**src/rtl/c8x_pkg.sv**
```systemverilog
// ============================================================================
// c8x_pkg: shared types and constants of the CHIP-8 execute unit
// Opcode classes, ALU function codes, status codes and the decoded word that
// travels from the decoder through the queue to the execute stage.
// ============================================================================
package c8x_pkg;

    // Class of a decoded instruction.
    typedef enum logic [3:0] {
        OP_CLS,
        OP_RET,
        OP_JP,
        OP_CALL,
        OP_SE_IMM,
        OP_SNE_IMM,
        OP_SE_REG,
        OP_SNE_REG,
        OP_LD_IMM,
        OP_ADD_IMM,
        OP_ALU,
        OP_LD_I,
        OP_JP_V0,
        OP_RND,
        OP_BAD
    } op_kind_t;

    // Result status codes.
    typedef enum logic [1:0] {
        ST_OK          = 2'd0,
        ST_UNSUPPORTED = 2'd1,
        ST_OVERFLOW    = 2'd2,
        ST_UNDERFLOW   = 2'd3
    } status_t;

    // ALU function codes of the 8xyn group (low nibble of the opcode).
    localparam logic [3:0] ALU_LD   = 4'h0;
    localparam logic [3:0] ALU_OR   = 4'h1;
    localparam logic [3:0] ALU_AND  = 4'h2;
    localparam logic [3:0] ALU_XOR  = 4'h3;
    localparam logic [3:0] ALU_ADD  = 4'h4;
    localparam logic [3:0] ALU_SUB  = 4'h5;
    localparam logic [3:0] ALU_SHR  = 4'h6;
    localparam logic [3:0] ALU_SUBN = 4'h7;
    localparam logic [3:0] ALU_SHL  = 4'hE;

    // Top nibble of the opcode.
    localparam logic [3:0] GRP_SYS    = 4'h0;
    localparam logic [3:0] GRP_JP     = 4'h1;
    localparam logic [3:0] GRP_CALL   = 4'h2;
    localparam logic [3:0] GRP_SE_IMM = 4'h3;
    localparam logic [3:0] GRP_SNE_IM = 4'h4;
    localparam logic [3:0] GRP_SE_REG = 4'h5;
    localparam logic [3:0] GRP_LD_IMM = 4'h6;
    localparam logic [3:0] GRP_ADD_IM = 4'h7;
    localparam logic [3:0] GRP_ALU    = 4'h8;
    localparam logic [3:0] GRP_SNE_RG = 4'h9;
    localparam logic [3:0] GRP_LD_I   = 4'hA;
    localparam logic [3:0] GRP_JP_V0  = 4'hB;
    localparam logic [3:0] GRP_RND    = 4'hC;

    localparam logic [15:0] OPC_CLS = 16'h00E0;
    localparam logic [15:0] OPC_RET = 16'h00EE;

    localparam logic [3:0]  FLAG_REG  = 4'hF;
    localparam logic [11:0] RESET_PC  = 12'h200;
    localparam logic [11:0] PC_STEP   = 12'd2;

    // Decoded instruction word held in the queue.
    typedef struct packed {
        op_kind_t    kind;
        logic [3:0]  x;
        logic [3:0]  y;
        logic [3:0]  alu;
        logic [7:0]  imm;
        logic [11:0] nnn;
    } dec_word_t;

endpackage

```
**src/rtl/c8x_front.sv**
```systemverilog
// ============================================================================
// c8x_front: instruction decoder
// Accepts an opcode word with its random byte and classifies it into a
// decoded word for the execute stage.
// ============================================================================
module c8x_front
    import c8x_pkg::*;
(
    input  logic        s_tvalid,
    output logic        s_tready,
    input  logic [23:0] s_tdata,   // opcode[15:0], random_byte[23:16]
    input  logic        q_full,
    output logic        q_push,
    output dec_word_t   q_word
);

    logic [15:0] opcode;
    logic [7:0]  random_byte;

    assign opcode      = s_tdata[15:0];
    assign random_byte = s_tdata[23:16];
    assign s_tready    = !q_full;
    assign q_push      = s_tvalid && !q_full;

    always_comb
    begin
        q_word      = '0;
        q_word.kind = OP_BAD;
        q_word.x    = opcode[11:8];
        q_word.y    = opcode[7:4];
        q_word.alu  = opcode[3:0];
        q_word.imm  = opcode[7:0];
        q_word.nnn  = opcode[11:0];
        case (opcode[15:12])
            GRP_SYS:
            begin
                if (opcode == OPC_CLS)
                    q_word.kind = OP_CLS;
                else if (opcode == OPC_RET)
                    q_word.kind = OP_RET;
            end
            GRP_JP:     q_word.kind = OP_JP;
            GRP_CALL:   q_word.kind = OP_CALL;
            GRP_SE_IMM: q_word.kind = OP_SE_IMM;
            GRP_SNE_IM: q_word.kind = OP_SNE_IMM;
            GRP_SE_REG:
            begin
                if (opcode[3:0] == 4'h0)
                    q_word.kind = OP_SE_REG;
            end
            GRP_LD_IMM: q_word.kind = OP_LD_IMM;
            GRP_ADD_IM: q_word.kind = OP_ADD_IMM;
            GRP_ALU:
            begin
                if (opcode[3:0] inside {ALU_LD, ALU_OR, ALU_AND, ALU_XOR, ALU_ADD,
                                        ALU_SUB, ALU_SHR, ALU_SUBN, ALU_SHL})
                    q_word.kind = OP_ALU;
            end
            GRP_SNE_RG:
            begin
                if (opcode[3:0] == 4'h0)
                    q_word.kind = OP_SNE_REG;
            end
            GRP_LD_I:   q_word.kind = OP_LD_I;
            GRP_JP_V0:
            begin
                // The second read port fetches V0 for this jump.
                q_word.kind = OP_JP_V0;
                q_word.y    = 4'h0;
            end
            GRP_RND:
            begin
                q_word.kind = OP_RND;
                q_word.imm  = random_byte & opcode[7:0];
            end
            default:    q_word.kind = OP_BAD;
        endcase
    end

endmodule

```
**src/rtl/c8x_queue.sv**
```systemverilog
// ============================================================================
// c8x_queue: two-entry queue of decoded words
// Decouples the decoder from the execute stage.
// ============================================================================
module c8x_queue
    import c8x_pkg::*;
(
    input  logic      clk,
    input  logic      rst_n,
    input  logic      push,
    input  dec_word_t push_word,
    output logic      full,
    input  logic      pop,
    output logic      valid,
    output dec_word_t pop_word
);

    dec_word_t   mem_reg [2];
    logic        wr_ptr_reg;
    logic        wr_ptr_next;
    logic        rd_ptr_reg;
    logic        rd_ptr_next;
    logic [1:0]  count_reg;
    logic [1:0]  count_next;

    assign full     = (count_reg == 2'd2);
    assign valid    = (count_reg != 2'd0);
    assign pop_word = mem_reg[rd_ptr_reg];

    always_comb
    begin
        wr_ptr_next = push ? !wr_ptr_reg : wr_ptr_reg;
        rd_ptr_next = pop  ? !rd_ptr_reg : rd_ptr_reg;
        case ({push, pop})
            2'b10:   count_next = count_reg + 2'd1;
            2'b01:   count_next = count_reg - 2'd1;
            default: count_next = count_reg;
        endcase
    end

    always_ff @(posedge clk or negedge rst_n)
    begin
        if (!rst_n)
        begin
            wr_ptr_reg <= 1'b0;
            rd_ptr_reg <= 1'b0;
            count_reg  <= 2'd0;
        end
        else
        begin
            wr_ptr_reg <= wr_ptr_next;
            rd_ptr_reg <= rd_ptr_next;
            count_reg  <= count_next;
        end
    end

    always_ff @(posedge clk)
    begin
        if (push)
            mem_reg[wr_ptr_reg] <= push_word;
    end

endmodule

```
**src/rtl/c8x_back.sv**
```systemverilog
// ============================================================================
// c8x_back: register read, execute and result register
// Reads Vx and Vy with forwarding, holds the result word for the output, and
// runs one instruction a cycle on architectural state unless m_tready stalls.
// ============================================================================
module c8x_back
    import c8x_pkg::*;
#(
    parameter int STACK_DEPTH = 16
)
(
    input  logic        clk,
    input  logic        rst_n,
    input  logic        cfg_valid,
    output logic        cfg_ready,
    input  logic [11:0] cfg_data,
    input  logic        q_valid,
    input  dec_word_t   q_word,
    output logic        q_pop,
    output logic        m_tvalid,
    input  logic        m_tready,
    output logic [39:0] m_tdata,
    output logic [1:0]  m_tuser
);

    localparam int SP_W   = $clog2(STACK_DEPTH + 1);
    localparam int SIDX_W = (STACK_DEPTH > 1) ? $clog2(STACK_DEPTH) : 1;

    // Architectural state
    logic [7:0]        rf_data_reg [16];
    logic [15:0]       rf_valid_reg;
    logic [15:0]       rf_valid_next;
    logic [11:0]       stack_reg [STACK_DEPTH];
    logic [SP_W-1:0]   sp_reg;
    logic [11:0]       pc_reg;
    logic [11:0]       idx_reg;

    // Read stage
    logic              rd_valid_reg;
    dec_word_t         rd_word_reg;
    logic [7:0]        vx_reg;
    logic [7:0]        vy_reg;

    // Result register
    logic              out_valid_reg;
    logic [39:0]       out_data_reg;
    status_t           out_status_reg;

    // Execute results
    logic              ex_fire;
    logic              rd_take;
    logic [11:0]       ex_pc;
    logic [11:0]       ex_idx;
    logic [SP_W-1:0]   ex_sp;
    logic              ex_rw;
    logic [7:0]        ex_rval;
    logic              ex_fw;
    logic              ex_fval;
    logic              ex_clr;
    status_t           ex_status;
    logic              push_en;
    logic [11:0]       pc_inc;
    logic [11:0]       pc_skip;
    logic [SP_W-1:0]   sp_dec;
    logic [8:0]        sum9;

    assign cfg_ready = 1'b1;
    assign ex_fire   = rd_valid_reg && (!out_valid_reg || m_tready);
    assign rd_take   = q_valid && (!rd_valid_reg || ex_fire);
    assign q_pop     = rd_take;

    assign m_tvalid  = out_valid_reg;
    assign m_tdata   = out_data_reg;
    assign m_tuser   = out_status_reg;

    assign pc_inc  = pc_reg + PC_STEP;
    assign pc_skip = pc_inc + PC_STEP;
    assign sp_dec  = sp_reg - SP_W'(1);
    assign sum9    = {1'b0, vx_reg} + {1'b0, vy_reg};

    always_comb
    begin
        ex_pc     = pc_inc;
        ex_idx    = idx_reg;
        ex_sp     = sp_reg;
        ex_rw     = 1'b0;
        ex_rval   = 8'h00;
        ex_fw     = 1'b0;
        ex_fval   = 1'b0;
        ex_clr    = 1'b0;
        ex_status = ST_OK;
        push_en   = 1'b0;
        case (rd_word_reg.kind)
            OP_CLS:     ex_clr = 1'b1;
            OP_RET:
            begin
                if (sp_reg == '0)
                    ex_status = ST_UNDERFLOW;
                else
                begin
                    ex_sp = sp_dec;
                    ex_pc = stack_reg[sp_dec[SIDX_W-1:0]];
                end
            end
            OP_JP:      ex_pc = rd_word_reg.nnn;
            OP_CALL:
            begin
                if (sp_reg == SP_W'(STACK_DEPTH))
                    ex_status = ST_OVERFLOW;
                else
                begin
                    push_en = 1'b1;
                    ex_sp   = sp_reg + SP_W'(1);
                    ex_pc   = rd_word_reg.nnn;
                end
            end
            OP_SE_IMM:  if (vx_reg == rd_word_reg.imm) ex_pc = pc_skip;
            OP_SNE_IMM: if (vx_reg != rd_word_reg.imm) ex_pc = pc_skip;
            OP_SE_REG:  if (vx_reg == vy_reg) ex_pc = pc_skip;
            OP_SNE_REG: if (vx_reg != vy_reg) ex_pc = pc_skip;
            OP_LD_IMM, OP_RND:
            begin
                ex_rw   = 1'b1;
                ex_rval = rd_word_reg.imm;
            end
            OP_ADD_IMM:
            begin
                ex_rw   = 1'b1;
                ex_rval = vx_reg + rd_word_reg.imm;
            end
            OP_ALU:
            begin
                ex_rw = 1'b1;
                case (rd_word_reg.alu)
                    ALU_LD:  ex_rval = vy_reg;
                    ALU_OR:  ex_rval = vx_reg | vy_reg;
                    ALU_AND: ex_rval = vx_reg & vy_reg;
                    ALU_XOR: ex_rval = vx_reg ^ vy_reg;
                    ALU_ADD:
                    begin
                        ex_fw   = 1'b1;
                        ex_fval = sum9[8];
                        ex_rval = sum9[7:0];
                    end
                    ALU_SUB:
                    begin
                        ex_fw   = 1'b1;
                        ex_fval = (vx_reg > vy_reg);
                        ex_rval = vx_reg - vy_reg;
                    end
                    ALU_SHR:
                    begin
                        ex_fw   = 1'b1;
                        ex_fval = vx_reg[0];
                        ex_rval = {1'b0, vx_reg[7:1]};
                    end
                    ALU_SUBN:
                    begin
                        ex_fw   = 1'b1;
                        ex_fval = (vy_reg > vx_reg);
                        ex_rval = vy_reg - vx_reg;
                    end
                    ALU_SHL:
                    begin
                        ex_fw   = 1'b1;
                        ex_fval = vx_reg[7];
                        ex_rval = {vx_reg[6:0], 1'b0};
                    end
                    default: ex_rval = vy_reg;
                endcase
            end
            OP_LD_I:    ex_idx = rd_word_reg.nnn;
            OP_JP_V0:   ex_pc = rd_word_reg.nnn + {4'h0, vy_reg};
            default:    ex_status = ST_UNSUPPORTED;
        endcase
    end

    // Registers that hold a written value after this cycle.
    always_comb
    begin
        rf_valid_next = rf_valid_reg;
        if (ex_fire && ex_fw)
            rf_valid_next[FLAG_REG] = 1'b1;
        if (ex_fire && ex_rw)
            rf_valid_next[rd_word_reg.x] = 1'b1;
    end

    // Control and architectural state with reset.
    always_ff @(posedge clk or negedge rst_n)
    begin
        if (!rst_n)
        begin
            rd_valid_reg  <= 1'b0;
            out_valid_reg <= 1'b0;
            rf_valid_reg  <= '0;
            sp_reg        <= '0;
            pc_reg        <= RESET_PC;
            idx_reg       <= 12'h000;
        end
        else
        begin
            if (rd_take)
                rd_valid_reg <= 1'b1;
            else if (ex_fire)
                rd_valid_reg <= 1'b0;

            if (ex_fire)
                out_valid_reg <= 1'b1;
            else if (m_tready)
                out_valid_reg <= 1'b0;

            if (cfg_valid)
                pc_reg <= cfg_data;
            else if (ex_fire)
                pc_reg <= ex_pc;

            rf_valid_reg <= rf_valid_next;

            if (ex_fire)
            begin
                sp_reg  <= ex_sp;
                idx_reg <= ex_idx;
            end
        end
    end

    // Register file, return stack, read stage and result payload.
    always_ff @(posedge clk)
    begin
        if (ex_fire)
        begin
            // VF takes the flag unless VF is also Vx, where the byte wins.
            if (ex_fw && !(ex_rw && (rd_word_reg.x == FLAG_REG)))
                rf_data_reg[FLAG_REG] <= {7'h00, ex_fval};
            if (ex_rw)
                rf_data_reg[rd_word_reg.x] <= ex_rval;
            if (push_en)
                stack_reg[sp_reg[SIDX_W-1:0]] <= pc_inc;
            out_data_reg   <= {ex_clr, ex_fval, ex_fw,
                               ex_rw ? ex_rval : 8'h00,
                               ex_rw ? rd_word_reg.x : 4'h0,
                               ex_rw, ex_idx, ex_pc};
            out_status_reg <= ex_status;
        end

        if (rd_take)
        begin
            rd_word_reg <= q_word;
            // Forward the write of the instruction retiring in this cycle.
            if (ex_fire && ex_rw && (rd_word_reg.x == q_word.x))
                vx_reg <= ex_rval;
            else if (ex_fire && ex_fw && (q_word.x == FLAG_REG))
                vx_reg <= {7'h00, ex_fval};
            else if (rf_valid_reg[q_word.x])
                vx_reg <= rf_data_reg[q_word.x];
            else
                vx_reg <= 8'h00;

            if (ex_fire && ex_rw && (rd_word_reg.x == q_word.y))
                vy_reg <= ex_rval;
            else if (ex_fire && ex_fw && (q_word.y == FLAG_REG))
                vy_reg <= {7'h00, ex_fval};
            else if (rf_valid_reg[q_word.y])
                vy_reg <= rf_data_reg[q_word.y];
            else
                vy_reg <= 8'h00;
        end
    end

endmodule

```
**src/rtl/chip8_instruction_execute_top.sv**
```systemverilog
// ============================================================================
// chip8_instruction_execute_top: CHIP-8 instruction execute unit
// Executes one fetched opcode per word: control flow, skips, loads, ALU ops
// with the VF flag, I load and random AND, and reports the resulting state.
// ============================================================================
//
//  Channel   | Direction | Signals                         | Contents
//  ----------+-----------+---------------------------------+---------------------------
//  s_*       | in        | s_tvalid, s_tready, s_tdata     | opcode, random byte
//  m_*       | out       | m_tvalid, m_tready, m_tdata,    | next PC, I, Vx write,
//            |           | m_tuser                         | VF write, clear, status
//  cfg_*     | in        | cfg_valid, cfg_ready, cfg_data  | start address (loads PC)
//
//  Throughput is one word per cycle while m_tready does not stall the
//  result; the execute stage then retires one instruction per clock, with
//  register reads forwarded from the previous one. An accepted word passes
//  through the queue, then the register read stage, and the execute stage
//  then loads the result register that drives m_tvalid.
//  Reset clears the registers V0..VF to zero (valid bits), the stack pointer
//  and I, and loads PC with 0x200. A configuration write loads PC at once.
//  A stalled m_tready holds the result, then the read stage, then fills the
//  two-entry queue before s_tready drops.
//
module chip8_instruction_execute_top
    import c8x_pkg::*;
#(
    parameter int STACK_DEPTH = 16
)
(
    input  logic        clk,
    input  logic        rst_n,
    // Configuration: start address
    input  logic        cfg_valid,
    output logic        cfg_ready,
    input  logic [11:0] cfg_data,
    // Instruction words
    input  logic        s_tvalid,
    output logic        s_tready,
    input  logic [23:0] s_tdata,   // opcode[15:0], random_byte[23:16]
    // Result words
    output logic        m_tvalid,
    input  logic        m_tready,
    output logic [39:0] m_tdata,   // next_pc[11:0], index_value[23:12], reg_write[24],
                                   // reg_num[28:25], reg_value[36:29], flag_write[37],
                                   // flag_value[38], clear_screen[39]
    output logic [1:0]  m_tuser    // status[1:0]
);

    logic      q_full;
    logic      q_push;
    dec_word_t q_in_word;
    logic      q_pop;
    logic      q_valid;
    dec_word_t q_out_word;

    // Front: decode and classify the incoming opcode.
    c8x_front u_front (
        .s_tvalid (s_tvalid),
        .s_tready (s_tready),
        .s_tdata  (s_tdata),
        .q_full   (q_full),
        .q_push   (q_push),
        .q_word   (q_in_word)
    );

    // Short queue so that the decoder and the execute stage stall separately.
    c8x_queue u_queue (
        .clk       (clk),
        .rst_n     (rst_n),
        .push      (q_push),
        .push_word (q_in_word),
        .full      (q_full),
        .pop       (q_pop),
        .valid     (q_valid),
        .pop_word  (q_out_word)
    );

    // Back: register read, execute, architectural state and result register.
    c8x_back #(
        .STACK_DEPTH (STACK_DEPTH)
    ) u_back (
        .clk       (clk),
        .rst_n     (rst_n),
        .cfg_valid (cfg_valid),
        .cfg_ready (cfg_ready),
        .cfg_data  (cfg_data),
        .q_valid   (q_valid),
        .q_word    (q_out_word),
        .q_pop     (q_pop),
        .m_tvalid  (m_tvalid),
        .m_tready  (m_tready),
        .m_tdata   (m_tdata),
        .m_tuser   (m_tuser)
    );

`ifndef SYNTHESIS
    // A clear-screen result carries no register write and an ok status.
    a_clear_is_plain: assert property (@(posedge clk) disable iff (!rst_n)
        (m_tvalid && m_tdata[39]) |-> (!m_tdata[24] && (m_tuser == ST_OK)))
        else $error("clear screen combined with a register write or bad status");

    // VF is only written by ALU ops, which always write Vx as well.
    a_flag_needs_reg: assert property (@(posedge clk) disable iff (!rst_n)
        (m_tvalid && m_tdata[37]) |-> m_tdata[24])
        else $error("flag write without register write");

    // Without a register write the register fields read zero.
    a_no_write_zero: assert property (@(posedge clk) disable iff (!rst_n)
        (m_tvalid && !m_tdata[24]) |-> ((m_tdata[28:25] == 4'h0) && (m_tdata[36:29] == 8'h00)))
        else $error("register fields nonzero without register write");

    // A failing instruction changes no general register.
    a_error_no_write: assert property (@(posedge clk) disable iff (!rst_n)
        (m_tvalid && (m_tuser != ST_OK)) |-> (!m_tdata[24] && !m_tdata[37]))
        else $error("register written by a failing instruction");
`endif

endmodule
```
**config.mk**
```make
export PLATFORM = sky130hd
export DESIGN_NAME = chip8_instruction_execute_top
export DESIGN_NICKNAME = d
export VERILOG_FILES = /design/src/rtl/c8x_pkg.sv /design/src/rtl/c8x_front.sv /design/src/rtl/c8x_queue.sv /design/src/rtl/c8x_back.sv /design/src/rtl/chip8_instruction_execute_top.sv
export SDC_FILE = /design/constraint.sdc
export NUM_CORES = 1
export LEC_CHECK = 0
export BUFFER_PORTS_ARGS = -buffer_cell sky130_fd_sc_hd__buf_2
export CAP_MARGIN = 25
export CORE_MARGIN = 2
export CORE_UTILIZATION = 40
export CTS_CLUSTER_DIAMETER = 40
export DETAILED_ROUTE_END_ITERATION = 6
export SYNTH_ARGS = -nofsm -noshare
export SYNTH_HDL_FRONTEND = slang
export SYNTH_HIERARCHICAL = 1
export SYNTH_SLANG_ARGS = --single-unit
```
**constraint.sdc**
```tcl
create_clock -name clk -period 5.4 [get_ports clk]
set_input_delay 1.08 -clock clk [delete_from_list [all_inputs] [get_ports clk]]
set_output_delay 1.08 -clock clk [all_outputs]
set_load 0.05 [all_outputs]
```
Word-level counts from Yosys, hierarchy flattened

Memories as Yosys holds them, arrays and structs flattened.
Index checks and enable logic that the tools add are counted.

Flip-flop bits (word level): 141
Memory bits (writable): 392
Input bits: 41
Output and inout port bits: 45
Word-level logic and storage cells: 203
Memories: 3

Add/sub/neg operators: 11
Magnitude comparators: 6
Equal/unequal tests: 58
Multiplexer cells: 64
Bitwise operators: 5
Reductions and logical operators: 36

Memories:

| memory             | words | width | rd ports | clocked after memory_dff | write ports | RTL line        | RTL |
|---|---|---|---|---|---|---|---|
| u_back.stack_reg   | 16    | 12    | 1        | 0                        | 1           | c8x_back.sv:33  | `logic [11:0] stack_reg [STACK_DEPTH];` |
| u_back.rf_data_reg | 16    | 8     | 2        | 0                        | 2           | c8x_back.sv:30  | `logic [7:0] rf_data_reg [16];` |
| u_queue.mem_reg    | 2     | 36    | 1        | 0                        | 1           | c8x_queue.sv:18 | `dec_word_t mem_reg [2];` |

Operators with widths:

| kind                                               | number |
|---|---|
| two-way mux 12 bit                                 | 9 |
| one-hot mux 12 bit (8 select lines)                | 1 |
| == test 4 x 3 -> 1 bit, second input constant      | 16 |
| == test 4 bit, second input constant               | 16 |
| one-hot mux 8 bit (8 select lines)                 | 1 |
| two-way mux 8 bit                                  | 7 |
| one-hot mux 4 bit (13 select lines)                | 1 |
| == test 16 x 8 -> 1 bit, second input constant     | 2 |
| == test 4 x 2 -> 1 bit, second input constant      | 8 |
| two-way mux 1 bit                                  | 26 |
| adder 12 x 2 -> 12 bit, second input constant      | 2 |
| one-hot mux 8 bit (3 select lines)                 | 1 |
| two-way mux 4 bit                                  | 5 |
| AND 8 bit                                          | 2 |
| == test 4 x 1 -> 1 bit, second input constant      | 4 |
| == test 8 bit                                      | 2 |
| > comparator 8 bit                                 | 2 |
| two-way mux 16 bit                                 | 1 |
| != test 8 bit                                      | 2 |
| bitwise OR 16 bit                                  | 1 |
| subtractor 8 bit                                   | 2 |
| < comparator 4 x 5 -> 1 bit, second input constant | 3 |
| adder 12 x 8 -> 12 bit                             | 1 |
| logical AND 1 bit                                  | 12 |
| 34 further kinds                                   | 53 |

Logic depth before layout (Yosys ltp)

Word-level depth: 9
Gate-level depth with buffers: 16
Mapped depth without buffers: 12

Cells and area by module

Netlist, hierarchy kept.

Modules (own cells, without submodules):

| module    | times used | cells each | area an instance (µm²) | seq. area each (µm²) |
|---|---|---|---|---|
| c8x_back  | 1          | 1,576      | 22,937.0               | 13,489.2 |
| c8x_queue | 1          | 128        | 2,934.1                | 2,262.2 |
| c8x_front | 1          | 69         | 483.0                  | 0.0 |

Least setup slack after synthesis

OpenSTA, ideal clock, no wires.

Path type: input-to-reg
Start point: input m_tready
End point: register u_queue.count_reg[1]
Library setup time: 0.079 ns
Arrival time: 5.821 ns
Required time: 5.321 ns
Setup slack: -0.500 ns
Stages on the path: 5
Path buffers: 0
Cells stage by stage: nor2b_1 -> a21boi_0 -> ha_1 -> nor2_1 -> xor2_1

Cells in the longest elaborated chain, start to end: 6
Elaborated cells on any way between the ends: 8
Those cells by class: 2 x eq/ne; 1 x mux; 5 x reduce/logical

Ends and longest elaborated chain:

| element                                                                         | RTL line                            | RTL |
|---|---|---|
| start: declaration                                                              | chip8_instruction_execute_top.sv:42 | `input logic m_tready,` |
| logical OR 1 bit *                                                              | c8x_back.sv:68                      | `assign ex_fire = rd_valid_reg && (!out_valid_reg \|\| m_tready);` |
| logical AND 1 bit *                                                             | c8x_back.sv:68                      |  |
| logical OR 1 bit *                                                              | c8x_back.sv:69                      | `assign rd_take = q_valid && (!rd_valid_reg \|\| ex_fire);` |
| logical AND 1 bit *                                                             | c8x_back.sv:69                      |  |
| via q_pop                                                                       | chip8_instruction_execute_top.sv:52 | `logic q_pop;` |
| == test 2 x 1 -> 1 bit / == test 2 bit (equally long branches)                  | c8x_queue.sv:34                     | `case ({push, pop})` |
| one-hot mux 2 bit (2 select lines) / nonzero test 2 bit (equally long branches) | --                                  |  |
| end signal: assignment                                                          | c8x_queue.sv:53                     | `count_reg <= count_next;` |
| end: declaration                                                                | c8x_queue.sv:23                     | `logic [1:0] count_reg;` |

The timed path passes the listed nets; every way through them passes the cells marked *.
A chain may end at the register's enable or synchronous reset.

Final worst setup path

Start point: register u_back.vx_reg[1]
End point: register u_back.vx_reg[5], data pin

Cells in the longest elaborated chain, start to end: 4
Elaborated cells on any way between the ends: 7
Those cells by class: 4 x add/sub; 3 x mux

Ends and longest elaborated chain:

| element                                  | RTL line        | RTL |
|---|---|---|
| start: declaration                       | c8x_back.sv:41  | `logic [7:0] vx_reg;` |
| start signal: assignment                 | c8x_back.sv:251 | `vx_reg <= ex_rval;` |
| start signal: assignment                 | c8x_back.sv:253 | `vx_reg <= {7'h00, ex_fval};` |
| start signal: assignment                 | c8x_back.sv:255 | `vx_reg <= rf_data_reg[q_word.x];` |
| subtractor 8 bit (tied with other cells) | c8x_back.sv:161 | `ex_rval = vy_reg - vx_reg;` |
| one-hot mux 8 bit (8 select lines)       | c8x_back.sv:134 | `case (rd_word_reg.alu)` |
| one-hot mux 8 bit (3 select lines) *     | c8x_back.sv:93  | `case (rd_word_reg.kind)` |
| via u_back.ex_rval[5]                    | c8x_back.sv:56  | `logic [7:0] ex_rval;` |
| two-way mux 8 bit *                      | c8x_back.sv:250 | `if (ex_fire && ex_rw && (rd_word_reg.x == q_word.x))` |

Marked as above.

==> impl_metrics.csv <==
group,metric,value,unit
final_layout,largest_register_ffs,192,
timing,skew,0.0296,ns
clock_network,cts.sinks,533,
timing,min_period,3.80,ns
global_route,grt_usage,20.1,%
synth,async_flop_share,9.57,%
clock_network,clock_path_buffers,3,
min_path,hold_path.class,"reg -> reg",
die,dieArea,0.0680,mm²
final_layout,layout-drive-gt1-share,27.3,%
global_route,overflow,0,
routing,dr.pass1.iters,6,
routing,routedWlPerCell,24.0,µm
routing,wirelength,67.6,mm
critical_path,cp.required,5.78,ns
timing,tns,0,ns
clock_network,cts_made_buffers,81,
global_route,grt_max_degree,52,
placement,hpwlAfterDp,46.2,mm
routing,routed_via_density,5.73,
synth,syn_nets,1874,
final_layout,mostFrequentLayoutCells,"edfxtp_1 (482), mux4_2 (137), nand2_1 (131)",
timing,setup_violations,0,
routing,num_vias,16100,
placement,place_congestion,0.929,
timing,worst_slew_pin_slew,0.971,ns
clock_network,clk_pin_slew,0.05,ns
synth,netlist_area,0.0264,mm²
critical_path,crit_arrival,4.17,ns
final_layout,layout_commonest_cell,"edfxtp_1",
die,fp.dieW,261,µm
clock_network,htree_levels,3,
routing,initialDrtViolationCount,1658,
routing,drc_errors,0,
placement,dp_cells,2662,
synth,yosys_warnings,6,
critical_path,worst_setup_path_start_kind,"flop",
die,ios,86,
clock_network,cts_setup_buffers,0,
synth,synth-edff-count,482,
synth,ys_types,101,
critical_path,crit_path_max_fanout,17,
power_and_ir_drop,p_per_area,680,mW/mm²
routing,final_antenna_net_count,0,
clock_network,clk_latency,0.64,ns
job,max_cap_violations,0,
die,core,0.0655,mm²
timing,rsz0062_at_grt,"no",
synth,synth_ff_type,"edfxtp_1",
global_route,antenna_found_initial,3,
die,start_util,40.2,%
synth,synth_seq_cells,533,
timing,hold_violations,0,
clock_network,postCtsHoldBufs,0,
clock_network,post_cts_resized,0,
power_and_ir_drop,finalPower,20.8,mW
clock_network,cts_tree,"built",
power_and_ir_drop,ir_drop,0.447,mV
timing,final_max_slew_viol_count,0,
placement,io_buffer_count,84,
global_route,grt_pass1_wl,102,mm
final_layout,stdcell_count,2815,
final_layout,fin_nets,1982,
power_and_ir_drop,power.leakage,11.1,nW
synth,syn_area_per_cell,14.9,µm²
timing,period_share,70.3,%
critical_path,worstSetupEndpointType,"flop",
final_layout,fin_area,0.0306,mm²
clock_network,cts-root-buf,"clkbuf_16",
die,die_y,261,µm
placement,placed_area,0.0277,mm²
critical_path,reg2reg_setup_slack,1.60,ns
global_route,grt_pass1_vias,16200,
final_layout,fin_util,46.8,%
die,rows,94,
synth,ys_seq_area_share,59.8,%
final_layout,area_growth,16.3,%
timing,max_slew_margin,35.3,%
timing,fmax,0.263,GHz
outcome,status,"completed",
critical_path,critical_path_class,"reg -> reg",
synth,synthCells,1773,
[kinds of logic after synthesis]
kind of cell,Yosys count,share of synthesized area [%]
DFF,533,59.8
and+or+nand+nor,439,8.51
AOI/OAI and AO/OA,290,7.94
muxes,213,15.3
buffers and inverters,181,3.54
adders and majority gates,60,2.99
xor gates and xnor gates,56,1.97
other,1,0.0142
[power by group]
part	total [mW]	internal [mW]	leakage (nW)	switching, mW
logic	8.61	3.31	4.53	5.30
clock network	5.55	3.50	1.41	2.04
registers	6.66	5.85	5.12	0.810
[routing by layer]
layer	up-vias	track usage, %	wire, µm
met5	-	0	17
met4	2	6.48	1740
met3	110	3.77	4340
met2	583	31.5	31600
met1	8298	28.3	30000
li1	7146	-	-
[metrics by stage]
step	hold WS, ns	worst slack (ns)
6_report	0.463	1.60
5_1_grt	0.488	1.28
4_1_cts	0.471	1.70
3_5_place_dp	0.458	1.70
3_3_place_gp	0.452	1.81
2_1_floorplan	0.440	0.920
[worst max-delay path, cell delays in order (launching register included)]
cell and delay (ns):
edfxtp_1 0.54, inv_1 0.22, ha_1 0.41, o21bai_1 0.13, a221oi_1 0.49, o21bai_1 0.14
a221oi_1 0.30, a21oi_1 0.09, o221ai_1 0.32, nand3_1 0.53, a22o_1 0.37
[path summary, 6_finish.rpt]
check | from | end | depth (start not counted)
worst max-delay path | u_back/vx_reg[1] | u_back/vx_reg[5] | 10
worst min-delay path | u_back/idx_reg[10] | u_back/idx_reg[10] | 2
worst max register to register | u_back/vx_reg[1] | u_back/vx_reg[5] | 10
worst min register to register | u_back/idx_reg[10] | u_back/idx_reg[10] | 2
max in group asynchronous | rst_n | u_back/sp_reg[0] | 2
min in group asynchronous | rst_n | u_back/rf_valid_reg[3] | 2
[area by class of cell]
cell class | instances | area [µm²]
fill | 5588 | 34900
clock inverter | 65 | 891
clock buffer | 87 | 2050
tap | 864 | 1080
timing repair buffer | 143 | 911
antenna | 1 | 2.50
inverter | 63 | 238
sequential | 533 | 15800
multi-input combinational | 1059 | 9710
[cells in the mapped netlist (all sizes together) (10+ instances only)]
master | count | area [µm²]
nand3 | 42 | 223
nor2b | 23 | 146
and2 | 14 | 87.6
buf | 86 | 576
a21o | 10 | 75.1
inv | 61 | 229
nor4 | 12 | 87.6
mux4 | 137 | 3090
dfrtp | 50 | 1250
nor2 | 97 | 369
clkbuf | 32 | 121
a21oi | 51 | 267
or2 | 26 | 163
nand2b | 16 | 100
a31oi | 13 | 81.3
mux2 | 49 | 664
a211oi | 11 | 87.6
xnor2 | 31 | 287
o22ai | 11 | 68.8
a221oi | 11 | 109
o21bai | 10 | 75.1
nand2 | 131 | 492
xor2 | 25 | 234
edfxtp | 482 | 14500
nor3 | 25 | 141
ha | 55 | 688
mux2i | 27 | 270
o21ai | 55 | 275
o21a | 14 | 105
Power figures use the tool's default switching activity.
